[src/sv/hhft_pkg.sv]
// hhft_pkg: shared types and constants of the HTTP header field tokeniser.
// Byte codes, token kinds, the token record and the result queue sizing.
// No dependencies; every other file refers to it by scoped name.
package hhft_pkg;

	localparam int BYTE_W = 8;
	localparam int KIND_W = 3;

	// Result queue: power-of-two depth so that the pointers wrap by themselves
	localparam int QDEPTH = 4;
	localparam int PTR_W  = $clog2(QDEPTH);
	localparam int CNT_W  = $clog2(QDEPTH + 1);

	// Characters that steer the parse
	localparam logic [BYTE_W-1:0] CH_SPACE = 8'h20;
	localparam logic [BYTE_W-1:0] CH_COLON = 8'h3A;
	localparam logic [BYTE_W-1:0] CH_CR    = 8'h0D;
	localparam logic [BYTE_W-1:0] CH_LF    = 8'h0A;

	// Token kinds on the result channel
	localparam logic [KIND_W-1:0] KIND_FIELD     = 3'd0;
	localparam logic [KIND_W-1:0] KIND_VALUE     = 3'd1;
	localparam logic [KIND_W-1:0] KIND_HEADER    = 3'd2;
	localparam logic [KIND_W-1:0] KIND_BLOCK_END = 3'd3;
	localparam logic [KIND_W-1:0] KIND_ERROR     = 3'd4;

	typedef struct packed {
		logic [KIND_W-1:0] kind;
		logic [BYTE_W-1:0] data;
		logic              last;
	} token_t;

endpackage

[src/sv/hhft_byte_if.sv]
// hhft_byte_if: valid/ready channel carrying one raw header byte per beat.
// Depends on hhft_pkg for the byte width.
interface hhft_byte_if;
	logic                       valid;
	logic                       ready;
	logic [hhft_pkg::BYTE_W-1:0] in_byte;

	modport source (output valid, output in_byte, input ready);
	modport sink   (input valid, input in_byte, output ready);
endinterface

[src/sv/hhft_token_if.sv]
// hhft_token_if: valid/ready channel carrying one tagged token per beat.
// Depends on hhft_pkg for the kind and byte widths.
interface hhft_token_if;
	logic                        valid;
	logic                        ready;
	logic [hhft_pkg::KIND_W-1:0] token_kind;
	logic [hhft_pkg::BYTE_W-1:0] token_byte;
	logic                        last_of_run;

	modport source (output valid, output token_kind, output token_byte,
		output last_of_run, input ready);
	modport sink   (input valid, input token_kind, input token_byte,
		input last_of_run, output ready);
endinterface

[src/sv/http_header_field_tokenizer.sv]
// HTTP header field tokeniser, top level.
// Channels: bytes (sink) takes one raw header byte per beat; tokens (source)
// gives one tagged token per beat: field byte, value byte, header complete,
// block end or error, with last_of_run high on the final token of a byte.
// An accepted byte sits in the input register, is parsed from there into a
// four-entry result queue and shows on tokens once it reaches the queue head.
// Throughput is one byte per cycle. A folded inner space run makes one byte
// give two tokens; the queue soaks these up, and the parse step fires only
// while the queue has room for two entries, which is what sets the rate.
// When the receiver stalls the queue fills, the parse step holds and bytes
// drops ready; nothing is lost or repeated.
// The parse phase only moves on a parse step. After block end every byte is
// swallowed; after an error every byte gives one error token, until reset.
// Reset (arst_n low, asynchronous) returns to line start and empties the
// input register and the queue; no clearing pass is needed.
// Depends on hhft_pkg, hhft_byte_if and hhft_token_if.
module http_header_field_tokenizer (
	input  logic                clk,
	input  logic                arst_n,
	hhft_byte_if.sink           bytes,
	hhft_token_if.source        tokens
);

	typedef enum logic [3:0] {
		PH_LINE_START,
		PH_FIELD,
		PH_BEFORE_VALUE,
		PH_VALUE,
		PH_AFTER_VALUE,
		PH_CR_HEADER,
		PH_CR_EMPTY,
		PH_DONE,
		PH_ERROR
	} phase_t;

	phase_t                       phase_q, phase_d;
	logic                         valid_s1;
	logic [hhft_pkg::BYTE_W-1:0]  byte_s1;
	logic [hhft_pkg::PTR_W-1:0]   wr_ptr_q, rd_ptr_q, wr_ptr_nx;
	logic [hhft_pkg::CNT_W-1:0]   count_q;
	hhft_pkg::token_t             fifo_q [hhft_pkg::QDEPTH];
	hhft_pkg::token_t             tok0, tok1, head;
	logic [1:0]                   n_tok, push_cnt;
	logic                         adv, pop;

	// Parse step fires when a byte waits and the queue can take two tokens
	assign adv       = valid_s1 && (count_q <= hhft_pkg::CNT_W'(hhft_pkg::QDEPTH - 2));
	assign pop       = tokens.valid && tokens.ready;
	assign push_cnt  = adv ? n_tok : 2'd0;
	assign wr_ptr_nx = wr_ptr_q + hhft_pkg::PTR_W'(1);
	assign bytes.ready = !valid_s1 || adv;

	// Parse one byte against the current phase
	always_comb begin
		phase_d = phase_q;
		n_tok   = 2'd0;
		tok0    = '{kind: hhft_pkg::KIND_FIELD, data: '0, last: 1'b0};
		tok1    = '{kind: hhft_pkg::KIND_VALUE, data: '0, last: 1'b0};
		case (phase_q)
			PH_LINE_START: begin
				if (byte_s1 == hhft_pkg::CH_CR) begin
					phase_d = PH_CR_EMPTY;
				end else if (byte_s1 == hhft_pkg::CH_LF) begin
					phase_d   = PH_DONE;
					n_tok     = 2'd1;
					tok0.kind = hhft_pkg::KIND_BLOCK_END;
				end else if (byte_s1 == hhft_pkg::CH_SPACE) begin
					phase_d   = PH_ERROR;
					n_tok     = 2'd1;
					tok0.kind = hhft_pkg::KIND_ERROR;
				end else if (byte_s1 == hhft_pkg::CH_COLON) begin
					phase_d = PH_BEFORE_VALUE;
				end else begin
					phase_d   = PH_FIELD;
					n_tok     = 2'd1;
					tok0.kind = hhft_pkg::KIND_FIELD;
					tok0.data = byte_s1;
				end
			end
			PH_FIELD: begin
				if (byte_s1 == hhft_pkg::CH_SPACE || byte_s1 == hhft_pkg::CH_CR ||
						byte_s1 == hhft_pkg::CH_LF) begin
					phase_d   = PH_ERROR;
					n_tok     = 2'd1;
					tok0.kind = hhft_pkg::KIND_ERROR;
				end else if (byte_s1 == hhft_pkg::CH_COLON) begin
					phase_d = PH_BEFORE_VALUE;
				end else begin
					n_tok     = 2'd1;
					tok0.kind = hhft_pkg::KIND_FIELD;
					tok0.data = byte_s1;
				end
			end
			PH_BEFORE_VALUE, PH_VALUE, PH_AFTER_VALUE: begin
				if (byte_s1 == hhft_pkg::CH_SPACE) begin
					// leading spaces dropped; an inner run starts or continues
					if (phase_q == PH_VALUE) begin
						phase_d = PH_AFTER_VALUE;
					end
				end else if (byte_s1 == hhft_pkg::CH_CR || byte_s1 == hhft_pkg::CH_LF) begin
					phase_d   = (byte_s1 == hhft_pkg::CH_CR) ? PH_CR_HEADER : PH_LINE_START;
					n_tok     = 2'd1;
					tok0.kind = hhft_pkg::KIND_HEADER;
				end else if (phase_q == PH_AFTER_VALUE) begin
					// folded space goes out ahead of the byte that ends the run
					phase_d   = PH_VALUE;
					n_tok     = 2'd2;
					tok0.kind = hhft_pkg::KIND_VALUE;
					tok0.data = hhft_pkg::CH_SPACE;
					tok1.kind = hhft_pkg::KIND_VALUE;
					tok1.data = byte_s1;
				end else begin
					phase_d   = PH_VALUE;
					n_tok     = 2'd1;
					tok0.kind = hhft_pkg::KIND_VALUE;
					tok0.data = byte_s1;
				end
			end
			PH_CR_HEADER, PH_CR_EMPTY: begin
				if (byte_s1 == hhft_pkg::CH_LF) begin
					if (phase_q == PH_CR_EMPTY) begin
						phase_d   = PH_DONE;
						n_tok     = 2'd1;
						tok0.kind = hhft_pkg::KIND_BLOCK_END;
					end else begin
						phase_d = PH_LINE_START;
					end
				end else begin
					phase_d   = PH_ERROR;
					n_tok     = 2'd1;
					tok0.kind = hhft_pkg::KIND_ERROR;
				end
			end
			PH_DONE: begin
				phase_d = PH_DONE;
			end
			default: begin
				phase_d   = PH_ERROR;
				n_tok     = 2'd1;
				tok0.kind = hhft_pkg::KIND_ERROR;
			end
		endcase
		// mark the final token of this byte
		tok0.last = (n_tok == 2'd1);
		tok1.last = (n_tok == 2'd2);
	end

	// Control: phase, input register valid, queue pointers and fill
	always_ff @(posedge clk or negedge arst_n) begin
		if (!arst_n) begin
			phase_q  <= PH_LINE_START;
			valid_s1 <= 1'b0;
			wr_ptr_q <= '0;
			rd_ptr_q <= '0;
			count_q  <= '0;
		end else begin
			if (bytes.ready) begin
				valid_s1 <= bytes.valid;
			end
			if (adv) begin
				phase_q <= phase_d;
			end
			wr_ptr_q <= wr_ptr_q + hhft_pkg::PTR_W'(push_cnt);
			if (pop) begin
				rd_ptr_q <= rd_ptr_q + hhft_pkg::PTR_W'(1);
			end
			count_q <= count_q + hhft_pkg::CNT_W'(push_cnt) - hhft_pkg::CNT_W'(pop);
		end
	end

	// Payload: input byte and queue entries
	always_ff @(posedge clk) begin
		if (bytes.valid && bytes.ready) begin
			byte_s1 <= bytes.in_byte;
		end
		if (push_cnt != 2'd0) begin
			fifo_q[wr_ptr_q] <= tok0;
		end
		if (push_cnt == 2'd2) begin
			fifo_q[wr_ptr_nx] <= tok1;
		end
	end

	// Result channel reads the queue head
	assign head               = fifo_q[rd_ptr_q];
	assign tokens.valid       = (count_q != '0);
	assign tokens.token_kind  = head.kind;
	assign tokens.token_byte  = head.data;
	assign tokens.last_of_run = head.last;

`ifndef SYNTH
	// queue never overfills
	a_fill_bound: assert property (@(posedge clk) disable iff (!arst_n)
		count_q <= hhft_pkg::CNT_W'(hhft_pkg::QDEPTH))
		else $error("result queue over depth");

	// the second token of a folded pair is always queued behind the first
	a_pair_follows: assert property (@(posedge clk) disable iff (!arst_n)
		(tokens.valid && tokens.ready && !tokens.last_of_run) |=> tokens.valid)
		else $error("first token of a pair without its partner");

	// block end and error are terminal until reset
	a_done_sticky: assert property (@(posedge clk) disable iff (!arst_n)
		(phase_q == PH_DONE) |=> (phase_q == PH_DONE))
		else $error("left block end phase");

	a_error_sticky: assert property (@(posedge clk) disable iff (!arst_n)
		(phase_q == PH_ERROR) |=> (phase_q == PH_ERROR))
		else $error("left error phase");
`endif

endmodule
[src/flat_wrapper.sv]
// flat-port wrapper written by rule: the top's interface ports become plain ports
module http_header_field_tokenizer_flat 
  (clk, arst_n, bytes_valid, bytes_in_byte, bytes_ready, tokens_valid, tokens_token_kind, tokens_token_byte, tokens_last_of_run, tokens_ready);
  hhft_byte_if bytes_i ();
  hhft_token_if tokens_i ();
  input  logic clk;
  input  logic arst_n;
  input wire logic [$bits(bytes_i.valid)-1:0] bytes_valid;
  input wire logic [$bits(bytes_i.in_byte)-1:0] bytes_in_byte;
  output wire logic [$bits(bytes_i.ready)-1:0] bytes_ready;
  output wire logic [$bits(tokens_i.valid)-1:0] tokens_valid;
  output wire logic [$bits(tokens_i.token_kind)-1:0] tokens_token_kind;
  output wire logic [$bits(tokens_i.token_byte)-1:0] tokens_token_byte;
  output wire logic [$bits(tokens_i.last_of_run)-1:0] tokens_last_of_run;
  input wire logic [$bits(tokens_i.ready)-1:0] tokens_ready;
  assign bytes_i.valid = bytes_valid;
  assign bytes_i.in_byte = bytes_in_byte;
  assign bytes_ready = bytes_i.ready;
  assign tokens_valid = tokens_i.valid;
  assign tokens_token_kind = tokens_i.token_kind;
  assign tokens_token_byte = tokens_i.token_byte;
  assign tokens_last_of_run = tokens_i.last_of_run;
  assign tokens_i.ready = tokens_ready;
  http_header_field_tokenizer u_core (.clk(clk), .arst_n(arst_n), .bytes(bytes_i), .tokens(tokens_i));
endmodule
[config.mk]
export PLATFORM = sky130hd
export DESIGN_NAME = http_header_field_tokenizer_flat
export DESIGN_NICKNAME = d
export VERILOG_FILES = /design/src/sv/hhft_pkg.sv /design/src/sv/hhft_byte_if.sv /design/src/sv/hhft_token_if.sv /design/src/sv/http_header_field_tokenizer.sv /design/src/flat_wrapper.sv
export SDC_FILE = /design/constraint.sdc
export NUM_CORES = 1
export LEC_CHECK = 0
export BUFFER_PORTS_ARGS = -buffer_cell sky130_fd_sc_hd__clkbuf_2
export CAP_MARGIN = 10
export CORE_ASPECT_RATIO = 0.8
export CORE_MARGIN = 3
export CORE_UTILIZATION = 40
export CTS_CLUSTER_SIZE = 10
export DETAILED_ROUTE_END_ITERATION = 16
export PLACE_DENSITY = 0.63
export SYNTH_ARGS = -nofsm -noshare
export SYNTH_HDL_FRONTEND = slang
export SYNTH_SLANG_ARGS = --single-unit
[constraint.sdc]
create_clock -name clk -period 4.2 [get_ports clk]
set_clock_uncertainty 0.05 [all_clocks]
set_input_delay 0.21 -clock clk [delete_from_list [all_inputs] [get_ports clk]]
set_output_delay 0.21 -clock clk [all_outputs]
set_load 0.05 [all_outputs]
==> tab_implementation.tex, run 1 <==
\begin{tabular}{lr}
\hline
Metric & Value \\
\hline
\multicolumn{2}{l}{\textbf{Worst setup path}} \\
\quad Startpoint Class & flop \\
\quad Max Fanout on Critical Path & 6 \\
\quad Worst EP required & 4420 ps \\
\quad Cell Chain, Critical Path & nor4\_4 -> a31oi\_1 -> a221o\_2 -> o311ai\_2 -> inv\_1 -> ha\_1 -> fa\_1 -> xnor2\_1 -> xnor2\_1 \\
\quad Timing endpoint of the critical path & u\_core.count\_q[2] \\
\quad Critical Path Slowest Stage Cell & a221o\_2 \\
\quad CP Capture Type & flop \\
\quad R2r startpoint & u\_core.byte\_s1[4] \\
\quad Data arrival time of the critical path & 3460 ps \\
\quad Number of cells traversed by the worst register-to-register path & 9 \\
\quad Worst path max stage delay & 500 ps \\
\quad Worst reg2reg path endpoint & u\_core.count\_q[2] \\
\quad Path length in cells of the critical path & 9 \\
\quad Critical path buffer and inverter count & 1 \\
\quad Critical Path Source & u\_core.byte\_s1[4] \\
\quad Worst path top cell family by delay & compound AO/OA/AOI/OAI gates \\
\quad Worst reg2reg setup slack & 950 ps \\
\quad Worst setup path class & reg -> reg \\
\quad Top cell by count, worst path & xnor2\_1 \\
\multicolumn{2}{l}{\textbf{STA}} \\
\quad Max-slew violation count & 0 \\
\quad Final setup violation count & 0 \\
\quad Max-Slew Margin vs Limit & between 40\% and 50\% \\
\quad Final cycle utilization of the critical path & 77.3\% \\
\quad Slew at the pin with the worst max-slew slack & 882 ps \\
\quad Clock period minus final worst setup slack & around 3200 ps \\
\quad Setup repair after global routing missed its margin & no \\
\quad Number of hold violations in the final report & 0 \\
\quad Highest clock rate & approximately 310 MHz \\
\quad Fin Hold WS & 16.9 ps \\
\quad Total negative slack & 0 ps \\
\multicolumn{2}{l}{\textbf{Layout}} \\
\quad Final non-filler cell area & 4090 um2 \\
\quad Area growth from synthesis to final layout & 14.9\% \\
\quad Antenna diode count & 0 \\
\quad Layout Cells excl Fill & 446 \\
\quad Layout cells sized above 1 & 21.6\% \\
\quad Final nets & 346 \\
\multicolumn{2}{l}{\textbf{CTS}} \\
\quad Number of buffers added by the clock tree synthesis step & 9 \\
\quad Total number of H-tree levels & 3 \\
\quad Clock root cell & clkbuf\_8 \\
\quad CTS tree & built \\
\quad Clock transition at the registers of the reported paths & 70 ps \\
\quad \# Post-CTS Setup Buffers & 0 \\
\quad Maximum clock insertion buffer count & 2 \\
\quad Clock insertion delay at the later pin of the skew report & around 340 ps \\
\quad Num Clock Sinks & 68 \\
\multicolumn{2}{l}{\textbf{Yosys}} \\
\quad Flip-flop and latch count after synthesis & 68 \\
\quad Sequential area share after synthesis & 52.3\% \\
\quad Post-synth top area cell & edfxtp\_1 \\
\quad Most used DFF post-synth & edfxtp\_1 \\
\quad Yosys warning total & 0 \\
\quad Number of enable flip-flop cells after synthesis & 44 \\
\quad Largest cells by area after synthesis & edfxtp\_1, dfrtp\_1, mux4\_2, dfxtp\_1, o22ai\_1 \\
\quad Syn Std Cell Area & $\sim$3600 um2 \\
\quad Most frequent cell after synthesis & edfxtp\_1 \\
\quad Post-synthesis average cell area & 12.1 um2 \\
\quad Top-area cell type share of the netlist area & 37.1\% \\
\quad Synthesized netlist cell count & approximately 300 \\
\quad Leading cell types by count after synthesis & edfxtp\_1, o22ai\_1, nand2\_1, inv\_1, mux2i\_1 \\
\quad Synthesized Nets & 312 \\
\quad Fraction of registers with async set or reset after synthesis & 17.6\% \\
\quad Unique cell type count in the Yosys netlist & 57 \\
\multicolumn{2}{l}{\textbf{Flow run}} \\
\quad Max\_cap viols & 0 \\
\multicolumn{2}{l}{\textbf{Global route}} \\
\quad Global-route wire length before repair & 13,700 um \\
\quad Pin count of the biggest net entering global routing & 15 \\
\quad Via count of the first global-routing pass & 2,605 \\
\quad Antenna violations before repair & 0 \\
\quad Total Routing Usage GR & 17.2\% \\
\quad Grt total ovfl & 0 \\
\multicolumn{2}{l}{\textbf{Drt}} \\
\quad Remaining number of nets flagged by the antenna check after routing & 0 \\
\quad Per-cell via count in the routed design & 5.93 \\
\quad Final routed DRC violation total & 0 \\
\quad Iter 0 DRT Violations & 196 \\
\quad Average wire per standard cell & 18.6 um \\
\quad WL final & 8290 um \\
\quad Vias after detailed routing & roughly 2,600 \\
\quad Number of optimization iterations in the first detailed-route pass & 5 \\
\multicolumn{2}{l}{\textbf{Floorplanning}} \\
\quad Number of rows created at floorplan & 30 \\
\quad Boundary Pins & 26 \\
\quad Starting density of the core & 41.6\% \\
\quad X dimension of the die & 111 um \\
\quad Floorplan die height & 90.3 um \\
\quad Core area & 8560 um2 \\
\quad Area enclosed by the die boundary & approximately 10,000 um2 \\
\multicolumn{2}{l}{\textbf{Placed design}} \\
\quad Number of cells after detailed placement & 421 \\
\quad GP Congestion & 0.860 \\
\quad Placement Cell Area & 3780 um2 \\
\quad Half-perimeter wire length after placement & 5690 um \\
\quad Number of buffer cells added on primary ports & 25 \\
\multicolumn{2}{l}{\textbf{Power}} \\
\quad Static power due to leakage & 1.58 nW \\
\quad Worst supply voltage drop on vdd & roughly 0.34 mV \\
\quad Areal power density over the cells & roughly 720 nW/um2 \\
\multicolumn{2}{l}{\textbf{Hold path}} \\
\quad Type of the worst min-delay path & in -> reg \\
\multicolumn{2}{l}{\textbf{Status}} \\
\quad Outcome & finished clean \\
\hline
\end{tabular}
[worst reg2reg max path, delay by kind of cell, from the launching register on]
kind / cells / cell delay (ps)
AOI/OAI and AO/OA: 3 / 1150
xor gates and xnor gates: 2 / 330
adders and majority gates: 2 / 600
buffers and inverters: 1 / 130
DFF: 1 / 490
and+or+nand+nor: 1 / 420
[worst min path at each step]
stage                 from                  to  slack [ps]  cells after the start
2_1_floorplan       arst_n   u_core.count_q[0]        -140                      0
3_3_place_gp        arst_n  u_core.rd_ptr_q[1]          70                      1
3_5_place_dp        arst_n  u_core.rd_ptr_q[1]          70                      1
4_1_cts        bytes_valid     u_core.valid_s1           2                      2
5_1_grt        bytes_valid     u_core.valid_s1          10                      2
6_report       bytes_valid     u_core.valid_s1          20                      2
[sequential cells by signal, summed over array words and instances, names as in the netlist]
name and cells:
u_core.wr_ptr_q 2, u_core.valid_s1 1, u_core.count_q 3, u_core.phase_q 4, u_core.rd_ptr_q 2, u_core.byte_s1 8, u_core.fifo_q 48
[where the power goes]
part / total, mW / switching (mW) / internal (mW)
registers: 1.10 / 0.195 / 0.903
logic: 1.25 / 0.798 / 0.449
clock network: 0.586 / 0.251 / 0.335
total: 2.93 / 1.24 / 1.69
[area by class of cell]
class	instances	area, um2
clock inverters	6	90.1
multi-input cells	195	1540
repair buffers	42	275
inverters	13	48.8
flip-flops and latches	68	1860
fillers	774	4470
clock buffers	10	128
well taps	112	140
[cell usage in the layout (no fill, tap or decap), drive strengths merged, types with 2 or more instances in the layout]
master	instances
nand2	27
o21a	2
nand4	5
and2	4
o31ai	3
or4bb	2
edfxtp	44
nand3	7
o22ai	31
mux2i	13
clkinv	3
dlygate4sd3	9
a21oi	12
xor2	3
o211a	2
a211oi	3
nor3	3
nor4	2
and4bb	2
o21ai	9
mux4	12
dfrtp	12
or3	3
inv	13
and3	4
xnor2	5
nor2	11
a31oi	2
ha	4
buf	8
bufinv	2
clkbuf	35
o311ai	2
dfxtp	12
nor3b	2
o211ai	3
nand2b	4
[kinds of logic after synthesis]
| logic type | share of synthesized area [%] |
|---|---|
| muxes | 11.6 |
| DFF | 52.3 |
| AOI/OAI and AO/OA | 15.5 |
| and+or+nand+nor | 12.4 |
| adders and majority gates | 1.97 |
| xor gates and xnor gates | 1.97 |
| buffers and inverters | 4.29 |
[routing by layer]
metal / GRT usage (%) / vias to the layer above / share of wire [%] / wire length (um)
met5: 0 / - / 0 / 0
met1: 24.3 / 1267 / 45 / 3740
met4: 6.99 / 0 / 2.2 / 182
li1: - / 1214 / - / -
met3: 4.35 / 22 / 8.2 / 678
met2: 25.5 / 140 / 44 / 3680
[timing repair]
action	in CTS	in global routing
gates resized for setup	0	0
hold endpoints to repair	20	0
hold buffers	9	0
[metrics by stage]
step	setup slack, ps	power [mW]	util, %
after detailed placement	989	2.35	44.2
after floorplan	1270	2.08	-
after CTS	967	2.95	47.7
after global placement	1080	2.35	44.2
final	951	2.93	47.7
after global routing	727	3.10	47.7
Note: power is estimated with default switching activity, not from simulation.
==> run 2: changes to the inputs <==
- ABC_AREA: not set -> 1
- clock period: 4.2 -> 3 ns (I/O delays scaled with it)
==> run 2 against run 1 <==
- register-to-register slack worse by 380 ps
- clock power increased by 77%
- setup slack got worse by 380 ps
- largest cell class unchanged
- area after synthesis is 3.1% higher
- count of clock-buffer cells in the layout fell by 1
- core utilization grew 1.3 points
- worst hold slack gained 190 ps
- first-iteration DRC count up 32%
- combinational power up 76%
- sequential share of layout area down 2.0 points
- critical path type unchanged
- critical path depth rose by 2
==> tab_implementation.tex, run 2 <==
\begin{tabular}{lr}
\hline
Metric & Value \\
\hline
\multicolumn{2}{l}{\textbf{Yosys}} \\
\quad Synthesized Nets & 433 (was 312) \\
\quad Post-synthesis mux area share & 0\% (was 11.6\%) \\
\quad Combinational family with the most area after synthesis & simple AND/OR/NAND/NOR gates (was compound AO/OA/AOI/OAI gates) \\
\quad Post-synth top area cell & edfxtp\_1 (unchanged) \\
\quad Area fraction in and, or, nand and nor cells after synthesis & 21.2\% (was 12.4\%) \\
\quad Largest cells by area after synthesis & edfxtp\_1, dfrtp\_1, nand2\_1, o21ai\_0, dfxtp\_1 (was edfxtp\_1, dfrtp\_1, mux4\_2, dfxtp\_1, o22ai\_1) \\
\quad Syn Std Cell Area & 3670 um2 (was 3560 um2) \\
\quad Post-synthesis average cell area & 8.82 um2 (was 12.1 um2) \\
\quad Leading cell types by count after synthesis & nand2\_1, nor2\_1, o21ai\_0, edfxtp\_1, inv\_1 (was edfxtp\_1, o22ai\_1, nand2\_1, inv\_1, mux2i\_1) \\
\quad Synthesized netlist cell count & 416 (was 295) \\
\quad Fraction of synthesized cell area in xor and xnor cells & 1.43\% (was 1.97\%) \\
\quad Fraction of registers with async set or reset after synthesis & 17.6\% (unchanged) \\
\quad Flip-flop and latch count after synthesis & 68 (unchanged) \\
\quad Post-synthesis adder-cell area fraction & 1.91\% (was 1.97\%) \\
\quad Share of the synthesized area in compound gates (AO/OA/AOI/OAI) & 17.5\% (was 15.5\%) \\
\quad Top-area cell type share of the netlist area & 36.0\% (was 37.1\%) \\
\quad Sequential area share after synthesis & 50.8\% (was 52.3\%) \\
\quad Yosys warning total & 0 (unchanged) \\
\quad Number of enable flip-flop cells after synthesis & 44 (unchanged) \\
\quad Most frequent cell after synthesis & nand2\_1 (was edfxtp\_1) \\
\quad Most used DFF post-synth & edfxtp\_1 (unchanged) \\
\quad Unique cell type count in the Yosys netlist & 35 (was 57) \\
\multicolumn{2}{l}{\textbf{CTS}} \\
\quad Clock transition at the registers of the reported paths & 60 ps (was 70 ps) \\
\quad Number of buffers added by the clock tree synthesis step & 9 (unchanged) \\
\quad Clock insertion delay at the later pin of the skew report & 330 ps (was 340 ps) \\
\quad Total number of H-tree levels & 3 (unchanged) \\
\quad Num Clock Sinks & 68 (unchanged) \\
\quad CTS tree & built (unchanged) \\
\quad Maximum clock insertion buffer count & 2 (unchanged) \\
\quad Clock root cell & clkbuf\_16 (was clkbuf\_8) \\
\quad \# Post-CTS Setup Buffers & 0 (unchanged) \\
\quad Quantity of hold-fixing buffers added after cts & 10 (was 9) \\
\quad Post-cts gate resize count & 0 (unchanged) \\
\multicolumn{2}{l}{\textbf{Layout}} \\
\quad Most common cell after layout, fill and taps aside & nand2\_1 (was edfxtp\_1) \\
\quad Final non-filler cell area & 4270 um2 (was 4090 um2) \\
\quad Final nets & 468 (was 346) \\
\quad Max FFs per register & 48 (unchanged) \\
\quad Registers with the highest flip-flop counts & u\_core.fifo\_q: 48 flops, u\_core.byte\_s1: 8 flops, u\_core.phase\_q: 4 flops (unchanged) \\
\quad Commonest cells after routing, fill and taps aside & nand2\_1, nor2\_1, o21ai\_0 (was edfxtp\_1, o22ai\_1, nand2\_1) \\
\quad Area growth from synthesis to final layout & 16.5\% (was 14.9\%) \\
\quad Layout filler cell count & 810 (was 774) \\
\quad Antenna diode count & 0 (unchanged) \\
\quad Register bank with the most flops & u\_core.fifo\_q (unchanged) \\
\quad Layout cells sized above 1 & 17.8\% (was 21.6\%) \\
\multicolumn{2}{l}{\textbf{Drt}} \\
\quad Iter 0 DRT Violations & 259 (was 196) \\
\quad Vias after detailed routing & 3,085 (was 2,643) \\
\quad Final routed DRC violation total & 0 (unchanged) \\
\quad Average wire per standard cell & 15.5 um (was 18.6 um) \\
\quad Remaining number of nets flagged by the antenna check after routing & 0 (unchanged) \\
\quad WL final & 8780 um (was 8290 um) \\
\quad Number of optimization iterations in the first detailed-route pass & 5 (unchanged) \\
\quad Per-cell via count in the routed design & 5.43 (was 5.93) \\
\multicolumn{2}{l}{\textbf{STA}} \\
\quad Max-Slew Margin vs Limit & 55.8\% (was 41.2\%) \\
\quad Setup repair after global routing missed its margin & no (unchanged) \\
\quad Max-slew violation count & 0 (unchanged) \\
\quad Highest clock rate & 411 MHz (was 308 MHz) \\
\quad Final setup violation count & 0 (unchanged) \\
\quad Clock period minus final worst setup slack & 2430 ps (was 3250 ps) \\
\quad Slew at the pin with the worst max-slew slack & 662 ps (was 882 ps) \\
\quad Fin Hold WS & 203 ps (was 16.9 ps) \\
\quad Number of hold violations in the final report & 0 (unchanged) \\
\quad Total negative slack & 0 ps (unchanged) \\
\quad Final cycle utilization of the critical path & 81.1\% (was 77.3\%) \\
\multicolumn{2}{l}{\textbf{Worst setup path}} \\
\quad Data arrival time of the critical path & 2380 ps (was 3460 ps) \\
\quad Startpoint Class & flop (unchanged) \\
\quad CP Capture Type & flop (unchanged) \\
\quad Max Fanout on Critical Path & 26 (was 6) \\
\quad Number of cells traversed by the worst register-to-register path & 11 (was 9) \\
\quad Top cell by count, worst path & nand2\_1 (was xnor2\_1) \\
\quad Worst reg2reg path endpoint & u\_core.fifo\_q[0][6] (was u\_core.count\_q[2]) \\
\quad Timing endpoint of the critical path & u\_core.fifo\_q[0][6] (was u\_core.count\_q[2]) \\
\quad Cell Chain, Critical Path & inv\_1 -> nand2\_1 -> nor2\_1 -> nand2\_1 -> nand2\_1 -> clkinv\_1 -> nand3\_2 -> nand2\_2 -> nand2\_4 -> nand2\_2 -> nand2\_1 (was nor4\_4 -> a31oi\_1 -> a221o\_2 -> o311ai\_2 -> inv\_1 -> ha\_1 -> fa\_1 -> xnor2\_1 -> xnor2\_1) \\
\quad Critical Path Slowest Stage Cell & dfrtp\_1 (was a221o\_2) \\
\quad Critical Path Source & u\_core.phase\_q[1] (was u\_core.byte\_s1[4]) \\
\quad Worst EP required & 2940 ps (was 4420 ps) \\
\quad Worst path max stage delay & 460 ps (was 500 ps) \\
\quad Worst reg2reg setup slack & 570 ps (was 950 ps) \\
\quad R2r startpoint & u\_core.phase\_q[1] (was u\_core.byte\_s1[4]) \\
\quad Worst setup path class & reg -> reg (unchanged) \\
\multicolumn{2}{l}{\textbf{Global route}} \\
\quad Antenna violations before repair & 0 (unchanged) \\
\quad Global-route wire length before repair & 14,200 um (was 13,700 um) \\
\quad Pin count of the biggest net entering global routing & 27 (was 15) \\
\quad Global-route track usage on met3 & 5.67\% (was 4.35\%) \\
\quad GR Util met2 & 24.8\% (was 25.5\%) \\
\quad Total Routing Usage GR & 17.5\% (was 17.2\%) \\
\quad Grt total ovfl & 0 (unchanged) \\
\quad Via count of the first global-routing pass & 2,837 (was 2,605) \\
\quad Met1 layer usage reported by global route & 25.2\% (was 24.3\%) \\
\quad GRT busiest layer & met1 (was met2) \\
\multicolumn{2}{l}{\textbf{Power}} \\
\quad Static power due to leakage & 1.86 nW (was 1.58 nW) \\
\quad Areal power density over the cells & 1110 nW/um2 (was 717 nW/um2) \\
\quad Worst supply voltage drop on vdd & 0.641 mV (was 0.338 mV) \\
\multicolumn{2}{l}{\textbf{Placed design}} \\
\quad Placement Cell Area & 3870 um2 (was 3780 um2) \\
\quad Half-perimeter wire length after placement & 6620 um (was 5690 um) \\
\quad Number of buffer cells added on primary ports & 25 (unchanged) \\
\quad GP Congestion & 0.910 (was 0.860) \\
\multicolumn{2}{l}{\textbf{Floorplanning}} \\
\quad Area enclosed by the die boundary & 10,400 um2 (was 10,100 um2) \\
\quad Core area & 8710 um2 (was 8560 um2) \\
\quad Number of rows created at floorplan & 30 (unchanged) \\
\quad Floorplan die height & 91.6 um (was 90.3 um) \\
\quad Boundary Pins & 26 (unchanged) \\
\quad X dimension of the die & 113 um (was 111 um) \\
\quad Starting density of the core & 42.1\% (was 41.6\%) \\
\multicolumn{2}{l}{\textbf{Hold path}} \\
\quad Type of the worst min-delay path & in -> async (was in -> reg) \\
\multicolumn{2}{l}{\textbf{Flow run}} \\
\quad Max\_cap viols & 0 (unchanged) \\
\multicolumn{2}{l}{\textbf{Status}} \\
\quad Outcome & finished clean (unchanged) \\
\hline
\end{tabular}
[run 2: cell types whose count changed after synthesis, sizes merged, moves of 4 or more]
cell / previous run / this run
nand2b: 4 / 0
mux4: 12 / 0
o21ai: 9 / 53
mux2i: 13 / 0
inv: 13 / 45
nand4: 5 / 0
and3: 4 / 0
and2: 4 / 0
a21oi: 12 / 16
nor2: 11 / 59
nand2: 27 / 81
buf: 11 / 7
nand3: 7 / 29
[run 2: area by class of cell]
cell class                      instances  area (um2)  share of cell area (%)
Inverter                               47         181                    4.25
Tap cell                              112         140                    3.28
Clock inverter                          7        75.1                    1.76
Sequential cell                        68        1860                    43.6
Clock buffer                            9         225                    5.27
Multi-Input combinational cell        287        1540                    36.1
Timing Repair Buffer                   38         248                    5.80
[run 2: worst max-delay path: cells and delay by family, from the launching register on]
family / cells / cell delay [ps]
buffers and inverters: 2 / 170
flip-flops: 1 / 460
AND/OR/NAND/NOR: 9 / 1400
[run 2: kinds of logic (layout without fill, tap and decap cells)]
group | count (synthesis) | count (layout)
buffers and inverters | 61 | 101
adder cells (fa/ha/maj) | 5 | 5
AO/OA/AOI/OAI | 107 | 107
AND/OR/NAND/NOR | 169 | 169
XOR/XNOR | 6 | 6
flip-flops | 68 | 68
[run 2: layer usage]
metal | share of wire (%) | vias to the layer above
met4 | 2.1 | 0
met5 | 0 | -
met1 | 47 | 1431
met2 | 42 | 145
li1 | - | 1490
met3 | 9.0 | 19
[run 2: how the worst min path moves through the flow]
stage	start	endpoint	slack, ps	cells past startpoint
detailed placement	arst_n	u_core.valid_s1	20	1
global route	arst_n	u_core.wr_ptr_q[0]	230	2
finish	arst_n	u_core.wr_ptr_q[0]	200	2
global placement	arst_n	u_core.valid_s1	9	1
floorplan	arst_n	u_core.count_q[0]	-200	0
CTS	arst_n	u_core.wr_ptr_q[0]	210	2
[run 2: report_power, final]
group,leakage (nW),switching [mW],internal (mW),total (mW)
clock,0.138,0.397,0.645,1.04
combinational,1.05,1.61,0.589,2.20
sequential,0.676,0.188,1.30,1.48
[run 2: stage by stage]
| step | instances | total power [mW] | util, % | worst slack (ps) |
|---|---|---|---|---|
| after floorplan | 416 | 3.20 | - | 884 |
| after global placement | 542 | 3.65 | 44.5 | 644 |
| after detailed placement | 542 | 3.69 | 44.5 | 625 |
| after CTS | 568 | 4.74 | 49.1 | 594 |
| after global routing | 568 | 5.06 | 49.1 | 329 |
| final | 568 | 4.73 | 49.1 | 568 |
